## src/hdl/flash_request_checker_page_splitter_core_assert.svh

```systemverilog
// ----------------------------------------------------------------------------
// Flash request checker assertion macros
// Concurrent assertion shorthands, clocked on clk and held off during rst.
// ----------------------------------------------------------------------------
`ifndef FLASH_REQUEST_CHECKER_PAGE_SPLITTER_CORE_ASSERT_SVH
`define FLASH_REQUEST_CHECKER_PAGE_SPLITTER_CORE_ASSERT_SVH

// same-cycle implication
`define FRCPS_ASSERT_NOW(lbl, ante, cons, msg) \
  lbl: assert property (@(posedge clk) disable iff (rst) (ante) |-> (cons)) \
    else $error(msg);

// next-cycle implication
`define FRCPS_ASSERT_NEXT(lbl, ante, cons, msg) \
  lbl: assert property (@(posedge clk) disable iff (rst) (ante) |=> (cons)) \
    else $error(msg);

`endif

```

## src/hdl/frcps_pkg.sv

```systemverilog
// ----------------------------------------------------------------------------
// Flash request checker package
// Sizes, codes, beat types and controller/datapath interface structs.
// ----------------------------------------------------------------------------
package frcps_pkg;

  localparam int FLASH_BYTES       = 33554432;
  localparam int PAGE_BYTES        = 256;
  localparam int SECTOR_BYTES      = 4096;
  localparam int MAX_PROGRAM_BYTES = 8192;
  localparam int RESULT_LIMIT      = 33;

  localparam int PAGE_LG   = $clog2(PAGE_BYTES);
  localparam int SECTOR_LG = $clog2(SECTOR_BYTES);
  localparam int ROOM_W    = PAGE_LG + 1;

  localparam logic [31:0] SRAM_LOW  = 32'h1800_0000;
  localparam logic [31:0] SRAM_HIGH = 32'h1804_0000;

  localparam logic [1:0] MODE_READ  = 2'd0;
  localparam logic [1:0] MODE_ERASE = 2'd1;
  localparam logic [1:0] MODE_PROG  = 2'd2;

  localparam logic [2:0] ST_OK     = 3'd0;
  localparam logic [2:0] ST_RANGE  = 3'd1;
  localparam logic [2:0] ST_ALIGN  = 3'd2;
  localparam logic [2:0] ST_LOCKED = 3'd3;
  localparam logic [2:0] ST_SOURCE = 3'd4;
  localparam logic [2:0] ST_LONG   = 3'd5;

  localparam logic [2:0] CFG_SCREEN_A     = 3'd0;
  localparam logic [2:0] CFG_SCREEN_B     = 3'd1;
  localparam logic [2:0] CFG_PROFILE_A    = 3'd2;
  localparam logic [2:0] CFG_PROFILE_B    = 3'd3;
  localparam logic [2:0] CFG_SCREEN_SIZE  = 3'd4;
  localparam logic [2:0] CFG_PROFILE_SIZE = 3'd5;

  typedef struct packed {
    logic [1:0]  mode;
    logic [25:0] offset;
    logic [25:0] length;
    logic [31:0] src_addr;
  } req_t;

  typedef struct packed {
    logic [25:0] chunk_offset;
    logic [25:0] chunk_length;
    logic [31:0] chunk_source;
    logic [2:0]  status;
    logic        last;
  } rsp_t;

  typedef struct packed {
    logic       load;
    logic       pre;
    logic       win;
    logic [1:0] win_idx;
    logic       emit;
  } ctrl_cmd_t;

  typedef struct packed {
    logic out_free;
    logic last_beat;
  } dp_stat_t;

endpackage

```

## src/hdl/flash_request_checker_page_splitter_core.sv

```systemverilog
// ----------------------------------------------------------------------------
// Flash request checker and page splitter
// Checks read, sector erase and program requests against the flash size and
// four writable windows, and splits accepted programs into page chunks.
//
//   Channel  Handshake              Payload
//   req      req_valid / req_stall  req (mode, offset, length, src_addr)
//   rsp      rsp_valid / rsp_stall  rsp (chunk_offset, chunk_length, ...)
//   cfg      cfg_valid / cfg_ready  cfg_index, cfg_data
//
// One request at a time: accept, pre-check, a scan of the four windows one at
// a time, then one result beat per cycle while rsp is not stalled, up to 33
// beats. rst is synchronous and clears config to zero. req_stall is high
// from accept until the last beat is loaded; a stalled rsp beat holds and
// the next beat waits in the controller.
// ----------------------------------------------------------------------------
module flash_request_checker_page_splitter_core (
  input  logic              clk,
  input  logic              rst,
  input  logic              req_valid,
  output logic              req_stall,
  input  frcps_pkg::req_t   req,
  output logic              rsp_valid,
  input  logic              rsp_stall,
  output frcps_pkg::rsp_t   rsp,
  input  logic              cfg_valid,
  output logic              cfg_ready,
  input  logic [2:0]        cfg_index,
  input  logic [25:0]       cfg_data
);
  import frcps_pkg::*;

  `include "flash_request_checker_page_splitter_core_assert.svh"

  ctrl_cmd_t cmd;
  dp_stat_t  stat;

  assign cfg_ready = 1'b1;

  frcps_ctrl u_ctrl (
    .clk       (clk),
    .rst       (rst),
    .req_valid (req_valid),
    .req_stall (req_stall),
    .stat      (stat),
    .cmd       (cmd)
  );

  frcps_dp u_dp (
    .clk       (clk),
    .rst       (rst),
    .req       (req),
    .cfg_valid (cfg_valid && cfg_ready),
    .cfg_index (cfg_index),
    .cfg_data  (cfg_data),
    .cmd       (cmd),
    .stat      (stat),
    .rsp_valid (rsp_valid),
    .rsp_stall (rsp_stall),
    .rsp       (rsp)
  );

  `FRCPS_ASSERT_NOW(a_reject_is_last, rsp_valid && (rsp.status != ST_OK), rsp.last,
    "reject beat without last")
  `FRCPS_ASSERT_NOW(a_reject_empty, rsp_valid && (rsp.status != ST_OK),
    (rsp.chunk_length == '0) && (rsp.chunk_offset == '0), "reject beat carries payload")
  `FRCPS_ASSERT_NEXT(a_busy_after_accept, req_valid && !req_stall, req_stall,
    "request side open right after accept")

endmodule

```

## src/hdl/frcps_ctrl.sv

```systemverilog
// ----------------------------------------------------------------------------
// Flash request checker controller
// Sequences load, pre-check, window scan and chunk emission.
// ----------------------------------------------------------------------------
module frcps_ctrl (
  input  logic                 clk,
  input  logic                 rst,
  input  logic                 req_valid,
  output logic                 req_stall,
  input  frcps_pkg::dp_stat_t  stat,
  output frcps_pkg::ctrl_cmd_t cmd
);
  import frcps_pkg::*;

  localparam logic [1:0] S_IDLE = 2'd0;
  localparam logic [1:0] S_PRE  = 2'd1;
  localparam logic [1:0] S_WIN  = 2'd2;
  localparam logic [1:0] S_EMIT = 2'd3;

  logic [1:0] state, state_next;
  logic [1:0] win_idx, win_idx_next;

  always_comb begin
    state_next   = state;
    win_idx_next = win_idx;
    cmd          = '0;
    cmd.win_idx  = win_idx;
    case (state)
      S_IDLE: begin
        if (req_valid) begin
          cmd.load   = 1'b1;
          state_next = S_PRE;
        end
      end
      S_PRE: begin
        cmd.pre      = 1'b1;
        win_idx_next = '0;
        state_next   = S_WIN;
      end
      S_WIN: begin
        cmd.win      = 1'b1;
        win_idx_next = win_idx + 2'd1;
        if (win_idx == 2'd3) state_next = S_EMIT;
      end
      S_EMIT: begin
        if (stat.out_free) begin
          cmd.emit = 1'b1;
          if (stat.last_beat) state_next = S_IDLE;
        end
      end
      default: state_next = S_IDLE;
    endcase
  end

  always_ff @(posedge clk) begin
    if (rst) begin
      state   <= S_IDLE;
      win_idx <= '0;
    end else begin
      state   <= state_next;
      win_idx <= win_idx_next;
    end
  end

  assign req_stall = (state != S_IDLE);

endmodule

```

## src/hdl/frcps_dp.sv

```systemverilog
// ----------------------------------------------------------------------------
// Flash request checker datapath
// Config registers, request checks, window scan, page chunking, output beat.
// ----------------------------------------------------------------------------
module frcps_dp (
  input  logic                 clk,
  input  logic                 rst,
  input  frcps_pkg::req_t      req,
  input  logic                 cfg_valid,
  input  logic [2:0]           cfg_index,
  input  logic [25:0]          cfg_data,
  input  frcps_pkg::ctrl_cmd_t cmd,
  output frcps_pkg::dp_stat_t  stat,
  output logic                 rsp_valid,
  input  logic                 rsp_stall,
  output frcps_pkg::rsp_t      rsp
);
  import frcps_pkg::*;

  logic [24:0] screen_a_start, screen_b_start, profile_a_start, profile_b_start;
  logic [25:0] screen_slot_bytes, profile_slot_bytes;

  logic [1:0]  mode;
  logic [25:0] off, len;
  logic [31:0] src;
  logic [25:0] cur_off, rem;
  logic [31:0] cur_src;
  logic [26:0] sum_end;
  logic        range_ok, align_ok, src_ok, long_ok, wr;

  logic [25:0] eff_len;
  logic [26:0] sum_c;
  logic [32:0] src_sum;
  logic [26:0] csum;
  logic [26:0] chunks;
  logic        range_c, src_c, long_c;
  logic [24:0] win_start;
  logic [25:0] win_size;
  logic [26:0] win_end;
  logic        win_hit;
  logic [2:0]  status;
  logic [ROOM_W-1:0] room;
  logic [25:0] cnt;
  logic        prog_last;
  rsp_t        rsp_next;

  always_ff @(posedge clk) begin
    if (rst) begin
      screen_a_start     <= '0;
      screen_b_start     <= '0;
      profile_a_start    <= '0;
      profile_b_start    <= '0;
      screen_slot_bytes  <= '0;
      profile_slot_bytes <= '0;
    end else if (cfg_valid) begin
      case (cfg_index)
        CFG_SCREEN_A:     screen_a_start     <= cfg_data[24:0];
        CFG_SCREEN_B:     screen_b_start     <= cfg_data[24:0];
        CFG_PROFILE_A:    profile_a_start    <= cfg_data[24:0];
        CFG_PROFILE_B:    profile_b_start    <= cfg_data[24:0];
        CFG_SCREEN_SIZE:  screen_slot_bytes  <= cfg_data;
        CFG_PROFILE_SIZE: profile_slot_bytes <= cfg_data;
        default: ;
      endcase
    end
  end

  // pre-check
  assign eff_len = (mode == MODE_ERASE) ? 26'(SECTOR_BYTES) : len;
  assign sum_c   = {1'b0, off} + {1'b0, eff_len};
  assign range_c = (eff_len == '0) ? (32'(off) <= 32'(FLASH_BYTES))
                 : ((32'(off) < 32'(FLASH_BYTES)) && (32'(sum_c) <= 32'(FLASH_BYTES)));
  assign src_sum = {1'b0, src} + 33'(len);
  assign src_c   = (src >= SRAM_LOW) && (src < SRAM_HIGH) && (src_sum <= {1'b0, SRAM_HIGH});
  assign csum    = 27'(off[PAGE_LG-1:0]) + {1'b0, len} + 27'(PAGE_BYTES - 1);
  assign chunks  = csum >> PAGE_LG;
  assign long_c  = (len <= 26'(MAX_PROGRAM_BYTES)) && (chunks <= 27'(RESULT_LIMIT));

  // window scan
  always_comb begin
    case (cmd.win_idx)
      2'd0:    begin win_start = screen_a_start;  win_size = screen_slot_bytes;  end
      2'd1:    begin win_start = screen_b_start;  win_size = screen_slot_bytes;  end
      2'd2:    begin win_start = profile_a_start; win_size = profile_slot_bytes; end
      default: begin win_start = profile_b_start; win_size = profile_slot_bytes; end
    endcase
  end

  assign win_end = 27'(win_start) + {1'b0, win_size};
  assign win_hit = ({1'b0, off} >= 27'(win_start)) && ({1'b0, off} < win_end)
                 && (sum_end <= win_end);

  always_comb begin
    case (mode)
      MODE_READ:  status = range_ok ? ST_OK : ST_RANGE;
      MODE_ERASE: begin
        if (!align_ok)      status = ST_ALIGN;
        else if (!range_ok) status = ST_RANGE;
        else if (!wr)       status = ST_LOCKED;
        else                status = ST_OK;
      end
      MODE_PROG: begin
        if (!range_ok)                    status = ST_RANGE;
        else if (!wr || (len == '0))      status = ST_LOCKED;
        else if (!src_ok)                 status = ST_SOURCE;
        else if (!long_ok)                status = ST_LONG;
        else                              status = ST_OK;
      end
      default: status = ST_RANGE;
    endcase
  end

  // page chunking
  assign room      = ROOM_W'(PAGE_BYTES) - {1'b0, cur_off[PAGE_LG-1:0]};
  assign cnt       = (rem < 26'(room)) ? rem : 26'(room);
  assign prog_last = (rem <= 26'(room));

  assign stat.out_free  = !rsp_valid || !rsp_stall;
  assign stat.last_beat = (status != ST_OK) || (mode != MODE_PROG) || prog_last;

  always_ff @(posedge clk) begin
    if (cmd.load) begin
      mode    <= req.mode;
      off     <= req.offset;
      len     <= req.length;
      src     <= req.src_addr;
      cur_off <= req.offset;
      rem     <= req.length;
      cur_src <= req.src_addr;
    end else if (cmd.emit && (mode == MODE_PROG)) begin
      cur_off <= cur_off + cnt;
      cur_src <= cur_src + 32'(cnt);
      rem     <= rem - cnt;
    end
    if (cmd.pre) begin
      sum_end  <= sum_c;
      range_ok <= range_c;
      align_ok <= (off[SECTOR_LG-1:0] == '0);
      src_ok   <= src_c;
      long_ok  <= long_c;
      wr       <= 1'b0;
    end else if (cmd.win) begin
      wr <= wr | win_hit;
    end
  end

  always_comb begin
    rsp_next        = '0;
    rsp_next.status = status;
    rsp_next.last   = 1'b1;
    if (status == ST_OK) begin
      case (mode)
        MODE_READ: begin
          rsp_next.chunk_offset = off;
          rsp_next.chunk_length = len;
          rsp_next.chunk_source = src;
        end
        MODE_ERASE: begin
          rsp_next.chunk_offset = off;
          rsp_next.chunk_length = 26'(SECTOR_BYTES);
        end
        default: begin
          rsp_next.chunk_offset = cur_off;
          rsp_next.chunk_length = cnt;
          rsp_next.chunk_source = cur_src;
          rsp_next.last         = prog_last;
        end
      endcase
    end
  end

  always_ff @(posedge clk) begin
    if (cmd.emit) begin
      rsp <= rsp_next;
    end
  end

  always_ff @(posedge clk) begin
    if (rst) begin
      rsp_valid <= 1'b0;
    end else if (cmd.emit) begin
      rsp_valid <= 1'b1;
    end else if (!rsp_stall) begin
      rsp_valid <= 1'b0;
    end
  end

endmodule

```

## config.mk

```make
export PLATFORM = sky130hd
export DESIGN_NAME = flash_request_checker_page_splitter_core
export DESIGN_NICKNAME = d
export VERILOG_FILES = /design/src/hdl/frcps_pkg.sv /design/src/hdl/flash_request_checker_page_splitter_core.sv /design/src/hdl/frcps_ctrl.sv /design/src/hdl/frcps_dp.sv
export VERILOG_INCLUDE_DIRS = /design/src /design/src/hdl
export SDC_FILE = /design/constraint.sdc
export NUM_CORES = 1
export LEC_CHECK = 0
export BUFFER_PORTS_ARGS = -buffer_cell sky130_fd_sc_hd__clkbuf_2
export CAP_MARGIN = 10
export CORE_MARGIN = 4
export CORE_UTILIZATION = 40
export CTS_CLUSTER_SIZE = 28
export DETAILED_ROUTE_END_ITERATION = 12
export SLEW_MARGIN = 25
export SYNTH_ARGS = -nofsm -noshare
export SYNTH_HDL_FRONTEND = slang
export SYNTH_HIERARCHICAL = 1
export SYNTH_SLANG_ARGS = --single-unit
```

## constraint.sdc

```tcl
create_clock -name clk -period 6.45 [get_ports clk]
set_input_delay 0.9675 -clock clk [delete_from_list [all_inputs] [get_ports clk]]
set_output_delay 0.9675 -clock clk [all_outputs]
set_load 0.05 [all_outputs]
```

==> impl_metrics.json <==
{
  "routabilityCongestion": 0.903,
  "status": "finished clean",
  "htree_levels": 2,
  "rr_endpoint": "u_dp/cur_src[28]",
  "hp-start": "u_dp/profile_a_start[19]",
  "reg2reg_from": "u_dp/cur_off[1]",
  "root_buffer": "clkbuf_16",
  "cts_made_buffers": 51,
  "drt_wl_total_microns": 80000,
  "syn_avg_cell_area_sq_um": 9.66,
  "grt_overflow": 0,
  "worstPathMaxFanout": 5,
  "vias_per_cell": 5.64,
  "cpPeakStageDelay_ns": 0.72,
  "pwr_density_cell_mw_per_mm2": 435,
  "endpoint_kind": "register",
  "worstPathArrival_ns": 6.45,
  "clk_latency_ns": 0.62,
  "yosys_warnings": 6,
  "drtIter0Drc": 1827,
  "fmax_mhz": 164,
  "holdPathEnd": "u_dp/profile_a_start[19]",
  "grt_usage_pct": 21.6,
  "seq_area_frac_synth_pct": 43.9,
  "setup_viol_count_final": 0,
  "grt_max_degree": 231,
  "final_common_cell": "nand2_1",
  "rrSetupSlack_ns": 0.36,
  "synthArstFlopShare_pct": 0,
  "num_rows": 94,
  "slew_headroom_pct": 34.7,
  "syn_area_sq_mm": 0.0270,
  "holdPathStages": 2,
  "total_leakage_power_uw": 0.0121,
  "vdd_drop_max_v": 0.000219,
  "synth_edf_count": 289,
  "hpwlAfterDp_microns": 58400,
  "die_w_microns": 268,
  "first_global_vias": 22000,
  "placedCellCount": 3830,
  "drt_first_pass_iters": 5,
  "drc": 0,
  "cap_violations": 0,
  "numPortBuffers": 209,
  "cp.required_ns": 6.81,
  "cts_tree": "yes",
  "synthDistinctLibCells": 97,
  "path_class": "register to register",
  "stdcell_area_sq_mm": 0.0309,
  "ys_ff_latch": 447,
  "grt_pass1_wl_microns": 122000,
  "crit_slowest_cell": "or4b_2",
  "place_worst_setup_slack_ns": 0.187,
  "die_area_sq_mm": 0.0717,
  "coreArea_sq_mm": 0.0663,
  "dieHeight_microns": 268,
  "ff2ff_path_depth": 29,
  "syn_to_final_growth_pct": 14.6,
  "finClkSkew_ns": 0.0420,
  "final_net_count": 3378,
  "drive_gt1_share_pct": 14.8,
  "n_fill_cell": 6251,
  "placed_area_sq_mm": 0.0292,
  "clkSlewWorstSetupHoldPaths_ns": 0.06,
  "cp_common_cell": "o21a_1",
  "finalHoldViolations": 0,
  "mostFrequentLayoutCells": "nand2_1, edfxtp_1, a21oi_1",
  "instances_no_fill": 3928,
  "slew_viol_final": 0,
  "start_kind": "register",
  "vias": 22200,
  "min_period_ns": 6.09,
  "start_util_pct": 40.7,
  "clock_sinks": 447,
  "period_share_pct": 94.5,
  "num_io_pins": 211,
  "worst_pin_slew_ns": 0.979,
  "cts_buffer_depth": 3,
  "fin_tns_setup_ns": 0,
  "avgRoutedWirePerCell_microns": 20.4,
  "hold_buffers": 0,
  "antenna_found_initial": 2,
  "holdCritPathClass": "register to register",
  "synthCells": 2794,
  "ys.flop_type": "edfxtp_1",
  "layout_setup_ws_ns": 0.356,
  "ant_nets": 0
}
-- cell families after synthesis --
logic type,share of synthesized area [%]
AOI/OAI and AO/OA,16.1
xor gates and xnor gates,4.11
adders and majority gates,11.3
buffers and inverters,3.30
DFF,43.9
muxes,5.11
other,0.0278
and+or+nand+nor,16.1
-- routing by layer --
layer | GRT usage, % | share of wire, % | vias up
met5 | 0 | 0.016 | -
met4 | 8.18 | 3.7 | 2
li1 | - | - | 10500
met2 | 35.8 | 46 | 764
met1 | 28.5 | 43 | 10700
met3 | 3.83 | 6.8 | 161
-- power breakdown --
| part | total (uW) | internal, uW | switching, uW |
|---|---|---|---|
| clock | 2920 | 1690 | 1230 |
| sequential | 4600 | 4030 | 567 |
| combinational | 5940 | 2400 | 3540 |
-- synthesized netlist by cell type, types with 50 or more instances --
| cell type | count | area (sq um) |
|---|---|---|
| and2_1 | 56 | 350 |
| clkbuf_1 | 97 | 364 |
| nor2_1 | 150 | 563 |
| xor2_1 | 50 | 438 |
| a21oi_1 | 266 | 1330 |
| xnor2_1 | 74 | 648 |
| inv_1 | 127 | 477 |
| o21ai_0 | 158 | 791 |
| edfxtp_1 | 289 | 8680 |
| nand2_1 | 461 | 1730 |
| dfxtp_1 | 158 | 3160 |
| ha_1 | 231 | 2890 |
-- sequential cells by signal, indices dropped and copies added (netlist names), 2 cells and up --
| signal | count |
|---|---|
| u_ctrl/win_idx | 2 |
| u_dp/off | 26 |
| u_dp/len | 26 |
| u_ctrl/state | 2 |
| u_dp/profile_a_start | 25 |
| u_dp/profile_b_start | 25 |
| u_dp/screen_b_start | 25 |
| u_dp/screen_a_start | 25 |
| u_dp/screen_slot_bytes | 26 |
| u_dp/mode | 2 |
| u_dp/src | 32 |
| u_dp/rem | 26 |
| u_dp/profile_slot_bytes | 26 |
| u_dp/cur_off | 26 |
| u_dp/sum_end | 27 |
| u_dp/rsp | 88 |
| u_dp/cur_src | 32 |
-- timing repair --
action                                  CTS  global route
gates resized for setup                   0            14
hold endpoints to repair                  0             0
endpoints found under the setup margin    0            24
buffers inserted                          0             1
-- through the flow --
stage	util, %	total power, uW	hold slack (ns)
finish	46.6	13500	0.454
global route	46.6	14400	0.467
CTS	46.5	13400	0.453
detailed placement	44.0	10500	0.444
global placement	43.9	10300	0.438
floorplan	-	8830	0.433
-- worst max-delay path: cells and delay by family (launching register included) --
family,cells,cell delay (ns)
AOI/OAI and AO/OA,13,2.02
and+or+nand+nor,5,1.44
adders and majority gates,4,0.95
buffers and inverters,4,0.43
DFF,1,0.38
xor gates and xnor gates,2,0.35
muxes,1,0.27
-- worst max path at each step --
stage	start	to	slack, ns	cells after the start
floorplan	u_ctrl/win_idx[1]	u_dp/wr	0.12	26
global route	u_dp/cur_off[1]	u_dp/cur_src[27]	-0.003	27
finish	u_dp/cur_off[1]	u_dp/cur_src[28]	0.36	29
detailed placement	u_dp/cur_off[1]	u_dp/cur_src[28]	0.19	29
CTS	u_dp/cur_off[1]	u_dp/cur_src[27]	0.16	27
global placement	u_dp/cur_off[1]	u_dp/cur_src[30]	0.25	29
-- final cells by class --
class | count | area [sq um] | share of cell area [%]
clock inverters | 28 | 278 | 0.898
clock buffers | 67 | 1420 | 4.59
multi-input cells | 2146 | 14400 | 46.6
repair buffers | 248 | 1400 | 4.52
diodes | 1 | 2.50 | 0.00809
well taps | 864 | 1080 | 3.49
inverters | 127 | 477 | 1.54
flip-flops and latches | 447 | 11800 | 38.3
Note: power is estimated with default switching activity, not from simulation.
